`src/hdl/vsc_pkg.sv`:
```
// Shared types, constants and helpers for the Verlet stick constraint core.
// Used by the front, queue, back and top-level modules; depends on nothing.
`default_nettype none
package vsc_pkg;

  localparam int IDX_W             = 10;
  localparam int DATA_W            = 32;
  localparam int CNT_W             = 11;
  localparam int OP_W              = 2;
  localparam int STAT_W            = 2;
  localparam int DEF_MAX_PARTICLES = 1024;
  localparam int DEF_FRAC_BITS     = 16;
  localparam int QUEUE_DEPTH       = 2;

  typedef enum logic [OP_W-1:0] {
    OP_WRITE = 2'd0,
    OP_READ  = 2'd1,
    OP_STICK = 2'd2,
    OP_NONE  = 2'd3
  } op_t;

  typedef enum logic [STAT_W-1:0] {
    ST_DONE      = 2'd0,
    ST_BAD_INDEX = 2'd1,
    ST_TOO_CLOSE = 2'd2
  } status_t;

  typedef enum logic [2:0] {
    CMD_WRITE,
    CMD_READ,
    CMD_STICK,
    CMD_SKIP,
    CMD_REJECT
  } cmd_kind_t;

  typedef struct packed {
    cmd_kind_t                 kind;
    logic [IDX_W-1:0]          index_a;
    logic [IDX_W-1:0]          index_b;
    logic signed [DATA_W-1:0]  value_x;
    logic signed [DATA_W-1:0]  value_y;
    logic [DATA_W-1:0]         stick_length;
  } cmd_t;

  typedef struct packed {
    logic valid;
    logic full;
  } queue_status_t;

  typedef enum logic [4:0] {
    BK_IDLE,
    BK_EXEC,
    BK_READ_OUT,
    BK_READ_B,
    BK_DIFF,
    BK_MAG,
    BK_SQUARE,
    BK_SUM,
    BK_SQRT,
    BK_CHECK,
    BK_DMAG,
    BK_PROD_LO,
    BK_PROD_HI,
    BK_DIV_INIT,
    BK_DIV,
    BK_APPLY,
    BK_WRITE_A,
    BK_WRITE_B
  } bk_state_t;

  function automatic logic signed [DATA_W-1:0] sat32(input logic signed [42:0] v);
    logic signed [DATA_W-1:0] r;
    if (v > 43'sd2147483647) begin
      r = 32'sh7FFFFFFF;
    end else if (v < -43'sd2147483648) begin
      r = 32'sh80000000;
    end else begin
      r = v[DATA_W-1:0];
    end
    return r;
  endfunction

endpackage
`default_nettype wire

```
`src/hdl/vsc_queue.sv`:
```
// Short command queue between the front end and the back end.
// Depends on vsc_pkg for the command type and depth.
`default_nettype none
module vsc_queue (
  input  wire logic                   clk,
  input  wire logic                   rst_n,
  input  wire logic                   push,
  input  wire vsc_pkg::cmd_t          push_cmd,
  input  wire logic                   pop,
  output vsc_pkg::queue_status_t      q_status,
  output vsc_pkg::cmd_t               head_cmd
);

  localparam int PTR_W = (vsc_pkg::QUEUE_DEPTH > 1) ? $clog2(vsc_pkg::QUEUE_DEPTH) : 1;
  localparam int CNT_QW = $clog2(vsc_pkg::QUEUE_DEPTH + 1);

  vsc_pkg::cmd_t      entry_r [vsc_pkg::QUEUE_DEPTH];
  logic [PTR_W-1:0]   wr_ptr_r, wr_ptr_nxt;
  logic [PTR_W-1:0]   rd_ptr_r, rd_ptr_nxt;
  logic [CNT_QW-1:0]  count_r, count_nxt;
  logic               do_push;
  logic               do_pop;

  assign q_status.valid = (count_r != '0);
  assign q_status.full  = (count_r == CNT_QW'(vsc_pkg::QUEUE_DEPTH));
  assign head_cmd       = entry_r[rd_ptr_r];
  assign do_push        = push && !q_status.full;
  assign do_pop         = pop && q_status.valid;

  always_comb begin
    wr_ptr_nxt = wr_ptr_r;
    rd_ptr_nxt = rd_ptr_r;
    count_nxt  = count_r;
    if (do_push) begin
      wr_ptr_nxt = (wr_ptr_r == PTR_W'(vsc_pkg::QUEUE_DEPTH - 1)) ? '0 : wr_ptr_r + 1'b1;
    end
    if (do_pop) begin
      rd_ptr_nxt = (rd_ptr_r == PTR_W'(vsc_pkg::QUEUE_DEPTH - 1)) ? '0 : rd_ptr_r + 1'b1;
    end
    if (do_push && !do_pop) begin
      count_nxt = count_r + 1'b1;
    end else if (do_pop && !do_push) begin
      count_nxt = count_r - 1'b1;
    end
  end

  always_ff @(posedge clk) begin
    if (!rst_n) begin
      wr_ptr_r <= '0;
      rd_ptr_r <= '0;
      count_r  <= '0;
    end else begin
      wr_ptr_r <= wr_ptr_nxt;
      rd_ptr_r <= rd_ptr_nxt;
      count_r  <= count_nxt;
    end
  end

  always_ff @(posedge clk) begin
    if (do_push) begin
      entry_r[wr_ptr_r] <= push_cmd;
    end
  end

endmodule
`default_nettype wire

```
`config.mk`:
```
export PLATFORM = sky130hd
export DESIGN_NAME = vsc_queue
export DESIGN_NICKNAME = d
export VERILOG_FILES = /design/src/hdl/vsc_pkg.sv /design/src/hdl/vsc_queue.sv
export SDC_FILE = /design/constraint.sdc
export NUM_CORES = 1
export LEC_CHECK = 0
export BUFFER_PORTS_ARGS = -buffer_cell sky130_fd_sc_hd__buf_2
export CAP_MARGIN = 10
export CORE_ASPECT_RATIO = 1.5
export CORE_MARGIN = 4
export CORE_UTILIZATION = 25
export DETAILED_ROUTE_END_ITERATION = 16
export PLACE_DENSITY_LB_ADDON = 0.05
export REMOVE_ABC_BUFFERS = 1
export SETUP_SLACK_MARGIN = 0.5
export SLEW_MARGIN = 40
export SYNTH_ARGS = -nofsm -noshare
export SYNTH_HDL_FRONTEND = slang
export SYNTH_SLANG_ARGS = --single-unit
```
`constraint.sdc`:
```
create_clock -name clk -period 6.43 [get_ports clk]
set_input_delay 1.286 -clock clk [delete_from_list [all_inputs] [get_ports clk]]
set_output_delay 1.286 -clock clk [all_outputs]
set_load 0.02 [all_outputs]
```
Yosys cells after proc, flatten, opt, wreduce, memory -nomap -nowiden
Memories as Yosys holds them, arrays and structs flattened. A register that Yosys moved wholly into a read port is not among the register bits.
Index checks and enable logic that the tools add are counted.
{"block": "word_totals", "output_inout_bits": 121, "inputBits": 123, "elab_cells": 26, "mem_count": 1, "reg_bits": 4, "mem_bits_rw": 238}
{"memory": "entry_r", "words": 2, "width": 119, "rd": 1, "rd_ports_with_merged_regs": 1, "write_ports": 1, "line_no": "vsc_queue.sv:17", "rtl": "vsc_pkg::cmd_t entry_r [vsc_pkg::QUEUE_DEPTH];"}
{"block": "classes", "n_eq_ne": 1, "reduce_logical": 9, "muxes": 8, "add_sub_neg": 4}
{"cell": "2-to-1 mux 1 bit", "n": 6}
{"cell": "logical AND 1 bit", "n": 4}
{"cell": "2-to-1 mux 2 bit", "n": 2}
{"cell": "nonzero test 2 bit", "n": 2}
{"cell": "zero test 1 bit", "n": 3}
{"cell": "adder 1 bit (second input constant)", "n": 2}
{"cell": "adder 2 x 1 -> 2 bit (second input constant)", "n": 1}
{"cell": "equality test 2 bit (second input constant)", "n": 1}
{"cell": "subtractor 2 x 1 -> 2 bit (second input constant)", "n": 1}

Logic depth before layout (Yosys ltp)
{"block": "depth", "ltp_word": 7, "ltp_mapped": 7, "depth_no_buf": 7}

Worst setup path before layout
No wires, ideal clock.
{"block": "synth_timing", "path_type": "input port to flip-flop", "startpoint": "input push", "endpoint": "memory entry_r[0][0] in the netlist's numbering, enable pin", "n_path_buf": 0, "arrival_time_ns": 5.959, "setup_ns": 0.577, "setup_slack_ns": -0.106, "path_stages": 2, "required_time_ns": 5.853, "cell_sequence": "inv_1 > nor3_2"}
{"block": "synth_via", "elab_chain_len": 3}
{"element": "from (decl)", "line_no": "vsc_queue.sv:7", "rtl": "input wire logic push,"}
{"element": "logical AND 1 bit", "line_no": "vsc_queue.sv:27", "rtl": "assign do_push = push && !q_status.full;"}
{"element": "2-to-1 mux 1 bit", "line_no": "vsc_queue.sv:60", "rtl": "if (do_push) begin"}
{"element": "2-to-1 mux 1 bit (implied by the code)", "line_no": "vsc_queue.sv:61", "rtl": "entry_r[wr_ptr_r] <= push_cmd;"}
{"element": "to (decl)", "line_no": "vsc_queue.sv:17"}
Every way passes these cells.

==> impl_results.md <==
- IR Drop Worst-Case VDD: 207.7 uV
- Number of CTS-inserted buffers: 27
- Number of nets in the layout: 785
- Final hold vios: 0
- Worst Clk Skew: 0.01454 ns
- Post-CTS repair timing setup buffer count: 0
- Synth warn: 0
- Fraction of layout cells with a size suffix above 1: 45.74%
- Clk_lat worst skew: 0.53 ns
- Kind of start point of the critical path: register
- Capture instance of the worst register-to-register path: entry_r[1][41]$_DFFE_PP_
- Violation count after the first detailed-routing iteration: 134
- Synthesized flop and latch total: 243
- Clock transition at the registers of the reported paths: 0.06 ns
- Detailed-route wire length per cell: 17.96 microns
- Pre-CTS WS: 2.954 ns
- Static Leakage: 4.206 nW
- Setup ws final: 2.686 ns
- Worst Path Max Fanout: 32
- Slew of the pin with the lowest slew margin: 0.7811 ns
- Seq/Total Area, Yosys: 81.81%
- Number of sinks on the clock net: 243
- Run status: finished, final reports clean
- Total Neg Setup Slack: 0 ns
- Total congestion overflow after global routing: 0
- Maximum number of buffers from clock root to sink: 3
- Final HPWL DP: 13840 microns
- Pwr Total: 4.776 mW
- Max_slew headroom: 47.93%
- Routed wire length: 20750 microns
- Post-synthesis instance total: 395
- Number of cells upsized or downsized after cts: 0
- Core area: 35000 sq um
- Average cell area after synthesis: 22.43 sq um
- Synthesized area: 8858 sq um
- Reg-to-reg critical path startpoint: count_r[0]$_SDFFE_PN0P_
- Drt pass-1 iters: 4
- Number of nets still failing antenna checks after routing: 0
- Final critical-path share of the clock period: 58.23%
- Finish-stage setup viols: 0
- Post-DR vias/cell: 3.921
- Starting density of the core: 25.31%
- Setup repair after global routing missed its margin: false
- Via Count: 4529
- Upper clock frequency limit: 267.1 MHz
- Initial antenna violation count: 4
- Hold-fix buffers, CTS: 0
- Buffer type at the clock tree root: clkbuf_16
- Max-slew violation count: 0
- Clock tree from TritonCTS: yes
- Total of max-cap violations: 0
- IO Port Bufs: 243
- WP data required: 5.14 ns
- Register-to-register path setup slack: 4.08 ns
- Gr usage total: 10.44%
- Number of core rows: 84
- Largest net degree at the start of global routing: 67
- Pwr Density: 415.5 nW/um^2
- Num ports: 244
- Full die area: 38570 sq um
- DRC violation count after routing: 0
- Vias in the first global route: 5125
- H-tree lvl count: 1
- Kind of end point of the critical path: primary output
- Clock period minus final worst setup slack: 3.744 ns
- Kind of path behind the tightest hold check: register to register
- Layout-stage area growth over the synthesis result: 29.76%
- Kind of critical path: register to primary output
- Library cells used by synthesis: 23
- Die Span X: 161.7 microns
- Die outline height: 238.5 microns
- Worst path arrival time: 2.46 ns
- Final GP Congestion: 0.6805
- Register-to-Register Path Depth: 3
- Worst hold slack after final layout: 0.5402 ns
- Worst setup path endpoint: head_cmd[67]
- First-pass GRT wire length: 30460 microns
[critical path, stage by stage (launching register included)]
cell	delay, ns
dfxtp_4	0.55
buf_12	0.26
buf_4	0.46
mux2_1	0.43
buf_2	0.18
[layer usage]
layer | share of wire (%) | GRT usage, %
met4 | 2.1 | 3.437
met5 | 0.10 | 0
met2 | 57 | 20.89
met3 | 7.7 | 3.450
met1 | 33 | 9.780
[registers in the layout (all words and copies together) (netlist names), named ones only]
name	cells
entry_r	238
count_r	2
rd_ptr_r	1
wr_ptr_r	1
[stage by stage]
step / instances / utilization [%] / area, sq um
floorplan: 382 / - / 8723
global placement: 1104 / 30.26 / 10590
detailed placement: 1104 / 30.27 / 10600
CTS: 1152 / 32.77 / 11470
global route: 1153 / 32.83 / 11490
finish: 1155 / 32.84 / 11490
[synth_stat cells, drive strengths merged]
cell      n  area share (%)
edfxtp  238              81
mux2    119              15
buf      13             1.5
dfxtp     5             1.1
and2      3            0.21
a21boi    2            0.17
inv       2           0.085
o21ai     2            0.11
xnor2     2            0.20
and3      1           0.071
ha        1            0.14
nand2b    1           0.071
nor2      1           0.042
nor3      1            0.11
o21a      1           0.085
or2       1           0.071
or3       1           0.071
xor2      1           0.099
[cell usage in the layout (no fill, tap or decap)]
master / netlist / final
inv_1: 1 / 1
inv_2: 1 / 1
clkinv_2: 0 / 3
xor2_1: 1 / 1
or2_2: 1 / 1
clkbuf_1: 0 / 5
diode_2: 0 / 2
a21boi_0: 1 / 1
and2_1: 3 / 3
nand2b_1: 1 / 1
ha_1: 1 / 1
edfxtp_1: 238 / 238
clkinv_1: 0 / 6
a21boi_1: 1 / 1
clkbuf_16: 0 / 27
o21ai_1: 1 / 1
buf_4: 3 / 5
dfxtp_4: 0 / 1
xnor2_1: 2 / 2
bufinv_16: 0 / 4
or3_1: 1 / 1
clkinvlp_4: 0 / 3
nor2_1: 1 / 1
buf_2: 0 / 243
dfxtp_1: 5 / 4
o21a_1: 1 / 1
and3_4: 0 / 1
buf_12: 0 / 1
mux2_1: 100 / 100
buf_6: 10 / 1
o21ai_0: 1 / 1
nor3_4: 0 / 1
mux2_2: 19 / 19
[how the worst min path moves through the flow]
stage | start | endpoint | cells after the start
floorplan | count_r[1]$_SDFFE_PN0P_ | count_r[1]$_SDFFE_PN0P_ | 2
global placement | count_r[1]$_SDFFE_PN0P_ | count_r[1]$_SDFFE_PN0P_ | 2
detailed placement | count_r[1]$_SDFFE_PN0P_ | count_r[1]$_SDFFE_PN0P_ | 2
CTS | count_r[1]$_SDFFE_PN0P_ | count_r[1]$_SDFFE_PN0P_ | 2
global route | count_r[1]$_SDFFE_PN0P_ | count_r[1]$_SDFFE_PN0P_ | 2
finish | count_r[1]$_SDFFE_PN0P_ | count_r[1]$_SDFFE_PN0P_ | 2
[cell type report]
class / count / area [sq um]
Fill cell: 3454 / 23500
Multi-Input combinational cell: 137 / 1480
Timing Repair Buffer: 250 / 1285
Sequential cell: 243 / 7251
Inverter: 2 / 7.507
Clock inverter: 16 / 180.2
Tap cell: 473 / 591.8
Antenna cell: 2 / 5.005
Clock buffer: 32 / 694.4
[where the power goes]
group	internal [mW]	switching, mW
Sequential	1.99	0.0639
Clock	0.926	0.594
Combinational	0.426	0.775
[logic make-up after synthesis]
family / share of synthesized area (%)
xor gates and xnor gates: 0.2967
and+or+nand+nor: 0.6499
adders and majority gates: 0.1412
DFF: 81.81
AOI/OAI and AO/OA: 0.3672
buffers and inverters: 1.610
muxes: 15.13
No activity file was read; power rests on OpenSTA's default activity.
