### src/hdl/vsc_pkg.sv
// Shared types, constants and helpers for the Verlet stick constraint core.
// Used by the front, queue, back and top-level modules; depends on nothing.
`default_nettype none
package vsc_pkg;

  localparam int IDX_W             = 10;
  localparam int DATA_W            = 32;
  localparam int CNT_W             = 11;
  localparam int OP_W              = 2;
  localparam int STAT_W            = 2;
  localparam int DEF_MAX_PARTICLES = 1024;
  localparam int DEF_FRAC_BITS     = 16;
  localparam int QUEUE_DEPTH       = 2;

  typedef enum logic [OP_W-1:0] {
    OP_WRITE = 2'd0,
    OP_READ  = 2'd1,
    OP_STICK = 2'd2,
    OP_NONE  = 2'd3
  } op_t;

  typedef enum logic [STAT_W-1:0] {
    ST_DONE      = 2'd0,
    ST_BAD_INDEX = 2'd1,
    ST_TOO_CLOSE = 2'd2
  } status_t;

  typedef enum logic [2:0] {
    CMD_WRITE,
    CMD_READ,
    CMD_STICK,
    CMD_SKIP,
    CMD_REJECT
  } cmd_kind_t;

  typedef struct packed {
    cmd_kind_t                 kind;
    logic [IDX_W-1:0]          index_a;
    logic [IDX_W-1:0]          index_b;
    logic signed [DATA_W-1:0]  value_x;
    logic signed [DATA_W-1:0]  value_y;
    logic [DATA_W-1:0]         stick_length;
  } cmd_t;

  typedef struct packed {
    logic valid;
    logic full;
  } queue_status_t;

  typedef enum logic [4:0] {
    BK_IDLE,
    BK_EXEC,
    BK_READ_OUT,
    BK_READ_B,
    BK_DIFF,
    BK_MAG,
    BK_SQUARE,
    BK_SUM,
    BK_SQRT,
    BK_CHECK,
    BK_DMAG,
    BK_PROD_LO,
    BK_PROD_HI,
    BK_DIV_INIT,
    BK_DIV,
    BK_APPLY,
    BK_WRITE_A,
    BK_WRITE_B
  } bk_state_t;

  function automatic logic signed [DATA_W-1:0] sat32(input logic signed [42:0] v);
    logic signed [DATA_W-1:0] r;
    if (v > 43'sd2147483647) begin
      r = 32'sh7FFFFFFF;
    end else if (v < -43'sd2147483648) begin
      r = 32'sh80000000;
    end else begin
      r = v[DATA_W-1:0];
    end
    return r;
  endfunction

endpackage
`default_nettype wire

### src/hdl/vsc_front.sv
// Front end: accepts requests and classifies them by operation and index range.
// Depends on vsc_pkg; feeds classified commands into vsc_queue.
`default_nettype none
module vsc_front #(
  parameter int MAX_PARTICLES = vsc_pkg::DEF_MAX_PARTICLES
) (
  input  wire logic                        start,
  input  wire vsc_pkg::queue_status_t      q_status,
  input  wire logic [vsc_pkg::OP_W-1:0]    in_operation,
  input  wire logic [vsc_pkg::IDX_W-1:0]   in_index_a,
  input  wire logic [vsc_pkg::IDX_W-1:0]   in_index_b,
  input  wire logic signed [vsc_pkg::DATA_W-1:0] in_value_x,
  input  wire logic signed [vsc_pkg::DATA_W-1:0] in_value_y,
  input  wire logic [vsc_pkg::DATA_W-1:0]  in_stick_length,
  input  wire logic [vsc_pkg::CNT_W-1:0]   particle_count,
  output logic                             push,
  output vsc_pkg::cmd_t                    push_cmd
);

  logic ok_a;
  logic ok_b;

  assign ok_a = (32'(in_index_a) < 32'(particle_count)) &&
                (32'(in_index_a) < 32'(MAX_PARTICLES));
  assign ok_b = (32'(in_index_b) < 32'(particle_count)) &&
                (32'(in_index_b) < 32'(MAX_PARTICLES));

  assign push = start && !q_status.full;

  always_comb begin
    push_cmd.index_a      = in_index_a;
    push_cmd.index_b      = in_index_b;
    push_cmd.value_x      = in_value_x;
    push_cmd.value_y      = in_value_y;
    push_cmd.stick_length = in_stick_length;
    unique case (vsc_pkg::op_t'(in_operation))
      vsc_pkg::OP_WRITE: push_cmd.kind = ok_a ? vsc_pkg::CMD_WRITE : vsc_pkg::CMD_REJECT;
      vsc_pkg::OP_READ:  push_cmd.kind = ok_a ? vsc_pkg::CMD_READ : vsc_pkg::CMD_REJECT;
      vsc_pkg::OP_STICK: push_cmd.kind = (ok_a && ok_b) ? vsc_pkg::CMD_STICK
                                                        : vsc_pkg::CMD_REJECT;
      default:           push_cmd.kind = vsc_pkg::CMD_SKIP;
    endcase
  end

endmodule
`default_nettype wire

### config.mk
export PLATFORM = sky130hd
export DESIGN_NAME = vsc_front
export DESIGN_NICKNAME = d
export VERILOG_FILES = /design/src/hdl/vsc_pkg.sv /design/src/hdl/vsc_front.sv
export SDC_FILE = /design/constraint.sdc
export NUM_CORES = 1
export LEC_CHECK = 0
export BUFFER_PORTS_ARGS = -buffer_cell sky130_fd_sc_hd__buf_2
export CAP_MARGIN = 20
export CORE_AREA = 2 2 97 99
export DETAILED_ROUTE_END_ITERATION = 10
export DIE_AREA = 0 0 99 101
export GPL_ROUTABILITY_DRIVEN = 0
export MAX_ROUTING_LAYER = met4
export PLACE_DENSITY_LB_ADDON = 0.1
export SLEW_MARGIN = 40
export SYNTH_ARGS = -nofsm -noshare
export SYNTH_HDL_FRONTEND = slang
export SYNTH_SLANG_ARGS = --single-unit
### constraint.sdc
create_clock -name vclk -period 1.95
set_clock_uncertainty 0.15 [all_clocks]
set_input_delay 0.0975 -clock vclk [all_inputs]
set_output_delay 0.0975 -clock vclk [all_outputs]
set_load 0.01 [all_outputs]
After elaboration in Yosys (flattened, before gate mapping)
Index checks and enable logic that the tools add are counted.

storage, ports and cells
  register bits = 0
  bits of input ports = 132
  output and inout bits = 120

operators by class
  order comparisons = 2
  eq/ne operators = 2
  muxes and demuxes = 4
  reductions and logical operators = 4

operators by type and width
  operator                                                               count
  10-bit by 11-bit < comparator with 1-bit output                        2
  3-bit 2-to-1 mux                                                       3
  3-bit case mux with 3 select lines                                     1
  2-bit by 1-bit equality test with 1-bit output, second input constant  1
  2-bit equality test, second input constant                             1
  1-bit logical AND                                                      2
  2-bit zero test                                                        1
  1-bit zero test                                                        1

Depth between registers and ports, before layout
Gate-level depths: netlist (run 1).

  depth in word-level cells = 4
  depth in mapped cells = 8

Worst setup path after synthesis (run 1)
No wires, ideal clock.

  path type = in2out
  start = input port particle_count[4] in the netlist's numbering
  end = output port push_cmd[116] in the netlist's numbering
  arrival time = 1.153 ns
  data required time = 1.702 ns
  path slack = 0.550 ns
  cell stages on the path = 7
  buffers on the path = 0
  cells stage by stage = inv_1 ha_1 a21oi_1 o21ai_1 a21oi_1 o22ai_2 a21boi_0

RTL lines
  what             line             source
  start, declared  vsc_front.sv:15  input wire logic [vsc_pkg::CNT_W-1:0] particle_count,
  end, declared    vsc_front.sv:17  output vsc_pkg::cmd_t push_cmd

==> results of run 1 <==
[power by group]
| group | switching (uW) | internal [uW] | total (uW) |
|---|---|---|---|
| combinational | 93.0 | 85.1 | 178 |
| clock | 0 | 0 | 0 |
| sequential | 0 | 0 | 0 |
[how the worst min path moves through the flow]
| stage | startpoint | end | slack [ns] |
|---|---|---|---|
| 3_5_place_dp | in_stick_length[22] | push_cmd[22] | 0.05 |
| 3_3_place_gp | in_stick_length[22] | push_cmd[22] | 0.05 |
| 5_1_grt | in_value_y[18] | push_cmd[50] | 0.05 |
| 4_1_cts | in_stick_length[22] | push_cmd[22] | 0.05 |
| 6_report | in_stick_length[15] | push_cmd[15] | 0.05 |
| 2_1_floorplan | q_status[0] | push | 0.09 |
[per-stage QoR]
| stage | cell area (sq um) | total power [uW] | util | setup slack (ns) |
|---|---|---|---|---|
| floorplan | 1330 | 323 | - | 0.550 |
| global placement | 896 | 187 | 0.0998 | 0.166 |
| detailed placement | 896 | 184 | 0.0998 | 0.150 |
| CTS | 896 | 185 | 0.0998 | 0.139 |
| global route | 896 | 210 | 0.0998 | 0.0301 |
| finish | 896 | 178 | 0.0998 | 0.235 |
[logic make-up (layout without fill, tap and decap cells)]
logic type	after synthesis	in the layout	share of synthesized area
compound gates	22	22	0.0967
buf+inv	126	69	0.682
simple gates	14	14	0.0526
fa+ha+maj	18	18	0.169
[layer usage]
metal,vias up,GRT usage
li1,347,-
met1,281,0.0521
met2,88,0.106
met3,26,0.0465
met4,0,0.0274
met5,-,-
[layout make-up]
class | count | share of cell area
multi-input cells | 54 | 0.473
inverters | 10 | 0.0419
repair buffers | 59 | 0.330
well taps | 111 | 0.155
[cell usage in the layout, fill, tap and decap left out, types with 2 or more instances in the layout]
cell,instances
nor2_1,3
nand2_1,6
nand4b_1,2
ha_1,18
a21oi_1,12
buf_2,59
o21ai_1,3
a21o_1,2
inv_1,10
nor2b_1,3
==> results by group, run 1 <==
Route
  – Routed WL: 3440 um
  – Initial DRC count: 5
  – Wire length per cell: 14.7 um
  – DR pass1 iterations: 4
  – Routed wl met3: 691 um
  – DR WL met2: about 1600 um
  – Met1 Wirelength: 974 um
  – # DRC: 0
  – Max Used Layer: met4
  – Vias per cell: 3.17
  – Post-route ant nets: 0
  – DR vias: 742

STA
  – TNS Setup: 0 ns
  – Crit path time final: 1.71 ns
  – Final period util: 0.879
  – Fmax: around 600 MHz
  – Number of setup violations in the final report: 0
  – RSZ-0062 raised after global routing: false
  – Count of pins over their slew limit: 0
  – Hold_ws: 0.0450 ns
  – Final Hold Viols: 0
  – Max-slew headroom: 0.854
  – Worst Tran Pin Value: 0.219 ns

Finish
  – Fill count: around 1000
  – CLK BUF: 0
  – Antenna Cells: 0
  – Share of cells above drive strength 1: 0.488
  – Multi-input logic area: 424 sq um
  – Synth-to-layout area growth: -32.8%
  – Non-Filler Instances: 234
  – Layout Nets: 275
  – Storage element area: 0 sq um
  – Seq_cells: 0

Status
  – Outcome: completed

Global route
  – Initial antenna violation count: 0
  – Overflow after GRT: 0
  – Total Routing Usage GR: 0.0627
  – Vias in the first global route: between 700 and 800
  – Largest net degree at the start of global routing: 5
  – First-pass GRT wire length: 4640 um

Synthesis
  – Sequential area share after synthesis: 0
  – Synthesized cell area: 0.00133 sq mm
  – Cells after synthesis: 180
  – Synth unique cells: 15
  – Synth area leader: buf_4
  – Top cell type's share of synthesized area: 0.654
  – Post-Syn Nets: 330
  – Top cells by area, synth: buf_4 65%, ha_1 17%, a21oi_1 4.5%, inv_1 2.8%, nand2_1 1.7%
  – Most common cell in the netlist: buf_4
  – Synth warn: 0
  – Syn_area_per_cell: roughly 7.4 sq um
  – Top cells by count, synth: 116 x buf_4, 18 x ha_1, 12 x a21oi_1

Power and ir drop
  – Power per Cell Area: 199 mW/mm^2
  – Leakage: 0.000501 uW
  – VDD IR-drop max: about 0.022 mV

Worst setup path
  – Most frequent CP cell: a21oi_1
  – Critical Path Source Type: input pin
  – WP data required: about 1.7 ns
  – Worst Setup End Kind: primary output
  – Worst setup startpoint: particle_count[2]
  – Delay-heaviest family, CP: compound AO/OA/AOI/OAI gates
  – Critical path class: in -> out
  – Worst-path cell chain: buf_2, inv_1, ha_1, a21oi_1, o21ai_1, a21oi_1, o22ai_1, a21oi_1, a21oi_1, buf_2
  – Crit Path Max Fanout: 2
  – Slowest CP cell: ha_1
  – Arr. time, crit path: between 1 and 1.5 ns
  – Crit path depth: 10
  – WP buf/inv: 3
  – Setup crit end: push_cmd[118]
  – CP max stage delay: 0.29 ns

Worst hold path
  – Hold WC Path Type: in -> out
  – Hold path depth: 0

Floorplan
  – Chip Width: 99 um
  – Site Rows: 35
  – Die area: approximately 0.010 sq mm
  – Starting Density: 0.148
  – Core area: 0.00898 sq mm
  – Top-Level Pins: 252
  – Die H: 101 um

Placed design
  – DP Cell Count: 234
  – Port bufs: 59
  – Post-DP HPWL: roughly 3300 um

Flow run
  – Max Cap Viol: 0

Clocking
  – # hold bufs at CTS: 0
  – Post-cts repair resize count: 0
  – Postcts setup bufs: 0
Note: power is estimated with default switching activity, not from simulation.
==> inputs of run 2 (changes only) <==
--- a/config.mk
+++ b/config.mk
@@ -5,13 +5,13 @@
 export SDC_FILE = /design/constraint.sdc
 export NUM_CORES = 1
 export LEC_CHECK = 0
+export ABC_AREA = 1
 export BUFFER_PORTS_ARGS = -buffer_cell sky130_fd_sc_hd__buf_2
 export CAP_MARGIN = 20
-export CORE_AREA = 2 2 97 99
+export CORE_AREA = 2 2 98 100
 export DETAILED_ROUTE_END_ITERATION = 10
-export DIE_AREA = 0 0 99 101
+export DIE_AREA = 0 0 100 102
 export GPL_ROUTABILITY_DRIVEN = 0
-export MAX_ROUTING_LAYER = met4
 export PLACE_DENSITY_LB_ADDON = 0.1
 export SLEW_MARGIN = 40
 export SYNTH_ARGS = -nofsm -noshare
==> results by group, run 2 <==
Clocking
  – Post-cts repair resize count: 0
  – Postcts setup bufs: 0
  – # hold bufs at CTS: 0

STA
  – Max-slew headroom: 0.837
  – Fmax: 629 MHz
  – Number of setup violations in the final report: 0
  – Hold_ws: 0.0450 ns
  – Final period util: 0.815
  – Worst Tran Pin Value: 0.242 ns
  – TNS Setup: 0 ns
  – Count of pins over their slew limit: 0
  – Final Hold Viols: 0
  – Crit path time final: 1.59 ns
  – RSZ-0062 raised after global routing: false

Route
  – # DRC: 0
  – Post-route ant nets: 0
  – Initial DRC count: 8
  – Wire length per cell: 11.2 um
  – DR vias: slightly below 900
  – Vias per cell: 3.24
  – Routed WL: 3060 um
  – DR pass1 iterations: 4

Synthesis
  – Synth area leader: buf_4
  – Syn_area_per_cell: 6.63 sq um
  – Sequential area share after synthesis: 0
  – Post-Syn Nets: roughly 370
  – Top cells by count, synth: 116 x buf_4, 34 x nand2_1, 28 x inv_1
  – Top cells by area, synth: buf_4 60%, ha_1 16%, nand2_1 8.8%, inv_1 7.3%, a21oi_1 2.1%
  – Most common cell in the netlist: buf_4
  – Synth unique cells: 14
  – Synth warn: 0
  – Synthesized cell area: between 0.001 and 0.0015 sq mm
  – Cells after synthesis: 218
  – Top cell type's share of synthesized area: 0.602

Global route
  – First-pass GRT wire length: roughly 4200 um
  – Overflow after GRT: 0
  – Vias in the first global route: 849
  – Total Routing Usage GR: 0.0518
  – Largest net degree at the start of global routing: 4
  – Initial antenna violation count: 0

Worst setup path
  – Critical path class: in -> out
  – Worst Setup End Kind: primary output
  – WP data required: 1.70 ns
  – Arr. time, crit path: 1.34 ns
  – Crit Path Max Fanout: 3
  – Critical Path Source Type: input pin

Floorplan
  – Site Rows: 35
  – Top-Level Pins: between 200 and 300
  – Chip Width: 100 um
  – Die area: 0.0102 sq mm
  – Die H: between 100 and 150 um
  – Core area: between 0.009 and 0.01 sq mm
  – Starting Density: 0.159

Flow run
  – Max Cap Viol: 0

Power and ir drop
  – Leakage: 0.000655 uW
  – NetSw: approximately 110 uW
  – Cell Int Power: 86.4 uW
  – Power per Cell Area: ~190 mW/mm^2
  – VDD IR-drop max: roughly 0.029 mV
  – Sw Share: 0.550
  – Clock Power Share: 0
  – Comb pwr share: 1.000
  – Flop pwr share: 0

Finish
  – Antenna Cells: 0
  – Synth-to-layout area growth: -30.2%
  – Layout Nets: 313
  – CLK BUF: 0
  – Commonest non-fill, non-tap cell in the layout: buf_2
  – Seq_cells: 0
  – Fill count: approximately 1100
  – Share of cells above drive strength 1: 0.398
  – Multi-input logic area: 467 sq um
  – Storage element area: 0 sq um
  – Most frequent cells in the layout: 59 x buf_2, 34 x nand2_1, 28 x inv_1

Worst hold path
  – Hold WC Path Type: in -> out

Status
  – Outcome: completed

Placed design
  – Post-DP HPWL: 2890 um
  – Port bufs: 59
## run 2: cell count changes after synthesis, moves of 3 or more
cell / delta
nor2_1: +4
inv_1: +18
o21ai_1: -3
nor2b_1: -3
nand2_1: +28
a21oi_1: -6
## run 2: routing by layer
layer | vias to the layer above | track usage | part of all wire
met5 | - | 0 | 0
met4 | 0 | 0.0316 | 0.060
met3 | 26 | 0.0219 | 0.15
met2 | 67 | 0.0972 | 0.49
met1 | 360 | 0.0462 | 0.31
li1 | 427 | - | -
## run 2: kinds of logic (layout without fill, tap and decap cells)
kind of cell	count (synthesis)	in the layout	share of synthesized area
buffers and inverters	145	88	0.677
AOI/OAI and AO/OA	9	9	0.0372
and+or+nand+nor	46	46	0.130
adders and majority gates	18	18	0.156
## run 2: cell type report
class              instances  area share
inverters                 29       0.108
multi-input cells         73       0.462
well taps                111       0.138
repair buffers            59       0.292
## run 2: power by group through the flow
| stage | Combinational [uW] | Sequential [uW] | Clock [uW] |
|---|---|---|---|
| 2_1_floorplan | 334 | 0 | 0 |
| 3_3_place_gp | 202 | 0 | 0 |
| 3_5_place_dp | 200 | 0 | 0 |
| 4_1_cts | 201 | 0 | 0 |
| 5_1_grt | 227 | 0 | 0 |
| 6_report | 192 | 0 | 0 |
## run 2: path summary, 6_finish.rpt
kind	from	end	slack, ns	cells past startpoint
worst min-delay path	in_stick_length[1]	push_cmd[1]	0.05	0
worst max-delay path	particle_count[2]	push_cmd[117]	0.36	11
## run 2: critical path: stages
cell and delay (ns):
buf_2 0.09, inv_1 0.08, ha_1 0.25, a21oi_1 0.13, nand2_1 0.10, nand2_1 0.09, nand3_2 0.10, nor2_2 0.16
nand2_1 0.07, nand2_1 0.05, buf_2 0.12
## run 2: through the flow
step / setup slack [ns] / power [uW] / utilization / instance area (sq um) / instances
after global placement: 0.306 / 202 / 0.111 / 1010 / 272
after global routing: 0.128 / 227 / 0.111 / 1010 / 272
after floorplan: 0.640 / 334 / - / 1450 / 218
final: 0.361 / 192 / 0.111 / 1010 / 272
after CTS: 0.287 / 201 / 0.111 / 1010 / 272
after detailed placement: 0.290 / 200 / 0.111 / 1010 / 272
==> inputs of run 3 (changes only) <==
--- a/config.mk
+++ b/config.mk
@@ -5,7 +5,7 @@
 export SDC_FILE = /design/constraint.sdc
 export NUM_CORES = 1
 export LEC_CHECK = 0
-export ABC_AREA = 1
+export ABC_AREA = 0
 export BUFFER_PORTS_ARGS = -buffer_cell sky130_fd_sc_hd__buf_2
 export CAP_MARGIN = 20
 export CORE_AREA = 2 2 98 100
==> constraint.sdc (replaced) <==
create_clock -name vclk -period 1.5
set_clock_uncertainty 0.15 [all_clocks]
set_input_delay 0.075 -clock vclk [all_inputs]
set_output_delay 0.075 -clock vclk [all_outputs]
set_load 0.01 [all_outputs]
==> results by group, run 3 (same netlist as run 1, synthesis figures left out) <==
Route
  – DR pass1 iterations: 2
  – Routed WL: 2990 um
  – DR vias: 767
  – Initial DRC count: 2
  – Wire length per cell: 12.7 um
  – Vias per cell: approximately 3.3
  – # DRC: 0
  – Post-route ant nets: 0

STA
  – Fmax: 677 MHz
  – RSZ-0062 raised after global routing: true
  – Worst Tran Pin Value: around 0.19 ns
  – TNS Setup: 0 ns
  – Final Hold Viols: 0
  – Crit path time final: 1.48 ns
  – Number of setup violations in the final report: 0
  – Final setup margin: about 0.023 ns
  – Count of pins over their slew limit: 0
  – Max-slew headroom: 0.872
  – Final period util: 0.985

Floorplan
  – Die area: slightly above 0.01 sq mm
  – Site Rows: 35
  – Core area: 0.00911 sq mm
  – Starting Density: 0.146
  – Die H: 102 um
  – Top-Level Pins: between 200 and 300
  – Chip Width: around 100 um

Worst setup path
  – Worst-path cell chain: buf_2, ha_4, nand2_4, o21ai_2, a21oi_2, o22ai_2, nor2_1, o21a_1, buf_2
  – Crit Path Max Fanout: 3
  – Slowest CP cell: ha_4
  – Delay-heaviest family, CP: compound AO/OA/AOI/OAI gates
  – WP buf/inv: 2
  – Most frequent CP cell: buf_2
  – WP data required: 1.27 ns
  – Worst setup startpoint: in_index_a[6]
  – CP max stage delay: 0.29 ns
  – Critical path class: in -> out
  – Arr. time, crit path: 1.25 ns
  – Critical Path Source Type: input pin
  – Worst Setup End Kind: primary output

Finish
  – Commonest non-fill, non-tap cell in the layout: buf_2
  – Storage element area: 0 sq um
  – Antenna Cells: 0
  – CLK BUF: 0
  – Seq_cells: 0
  – Layout Nets: between 200 and 300
  – Share of cells above drive strength 1: 0.760
  – Most frequent cells in the layout: 55 x buf_2, 10 x ha_4, 8 x ha_1
  – Synth-to-layout area growth: -12.1%

Global route
  – Vias in the first global route: 784
  – Largest net degree at the start of global routing: 5
  – Overflow after GRT: 0
  – First-pass GRT wire length: 4190 um
  – Initial antenna violation count: 0
  – Total Routing Usage GR: 0.0525

Placed design
  – Post-DP HPWL: about 2800 um
  – Port bufs: 59
  – Pre-CTS WS: -0.232 ns

Power and ir drop
  – Power per Cell Area: between 200 and 300 mW/mm^2
  – VDD IR-drop max: between 0.06 and 0.07 mV
  – Leakage: 0.000540 uW

Flow run
  – Max Cap Viol: 0

Status
  – Outcome: completed

Worst hold path
  – Worst Hold End: push_cmd[62]
  – Hold WC Path Type: in -> out
  – Hold path depth: 0
  – Hold wc startpoint: in_value_y[30]

Clocking
  – # hold bufs at CTS: 0
-- run 3: routing by layer --
metal	GRT usage	routed length (um)	part of all wire
met5	0	0	0
met4	0.0358	206	0.069
met3	0.0239	451	0.15
met2	0.0920	1390	0.46
met1	0.0495	944	0.32
-- run 3: worst max-delay path by stage --
stage / end / slack [ns] / depth (start not counted)
after CTS: push_cmd[117] / -0.06 / 10
after floorplan: push_cmd[116] / 0.14 / 7
final: push_cmd[117] / 0.02 / 9
after global routing: push_cmd[117] / -0.09 / 10
after global placement: push_cmd[118] / -0.22 / 10
after detailed placement: push_cmd[118] / -0.23 / 10
-- run 3: layout make-up --
cell class,count,area (sq um)
Fill cell,1065,7940
Inverter,10,52.6
Multi-Input combinational cell,54,641
Tap cell,111,139
Timing Repair Buffer,61,339
-- run 3: report_power, final --
| group | total (uW) | internal (uW) | leakage, uW | switching [uW] |
|---|---|---|---|---|
| Sequential | 0 | 0 | 0 | 0 |
| Combinational | 347 | 178 | 0.000540 | 170 |
| Clock | 0 | 0 | 0 | 0 |
| Total | 347 | 178 | 0.000540 | 170 |
-- run 3: metrics by stage --
step	power, uW	hold slack [ns]	area (sq um)	util	std cells
floorplan	420	0.0464	1330	-	180
global placement	252	0.0000686	911	0.100	236
detailed placement	247	0.0000686	911	0.100	236
CTS	299	0.0000686	1040	0.115	236
global route	390	0.0000150	1170	0.129	236
finish	347	0.00000443	1170	0.129	236
-- run 3: what timing repair did --
item / 4_1_cts / 5_1_grt
setup endpoints to repair: 3 / 3
pin swaps: 14 / 21
hold endpoints to repair: 0 / 0
resized for setup: 28 / 24
setup buffers: 0 / 0
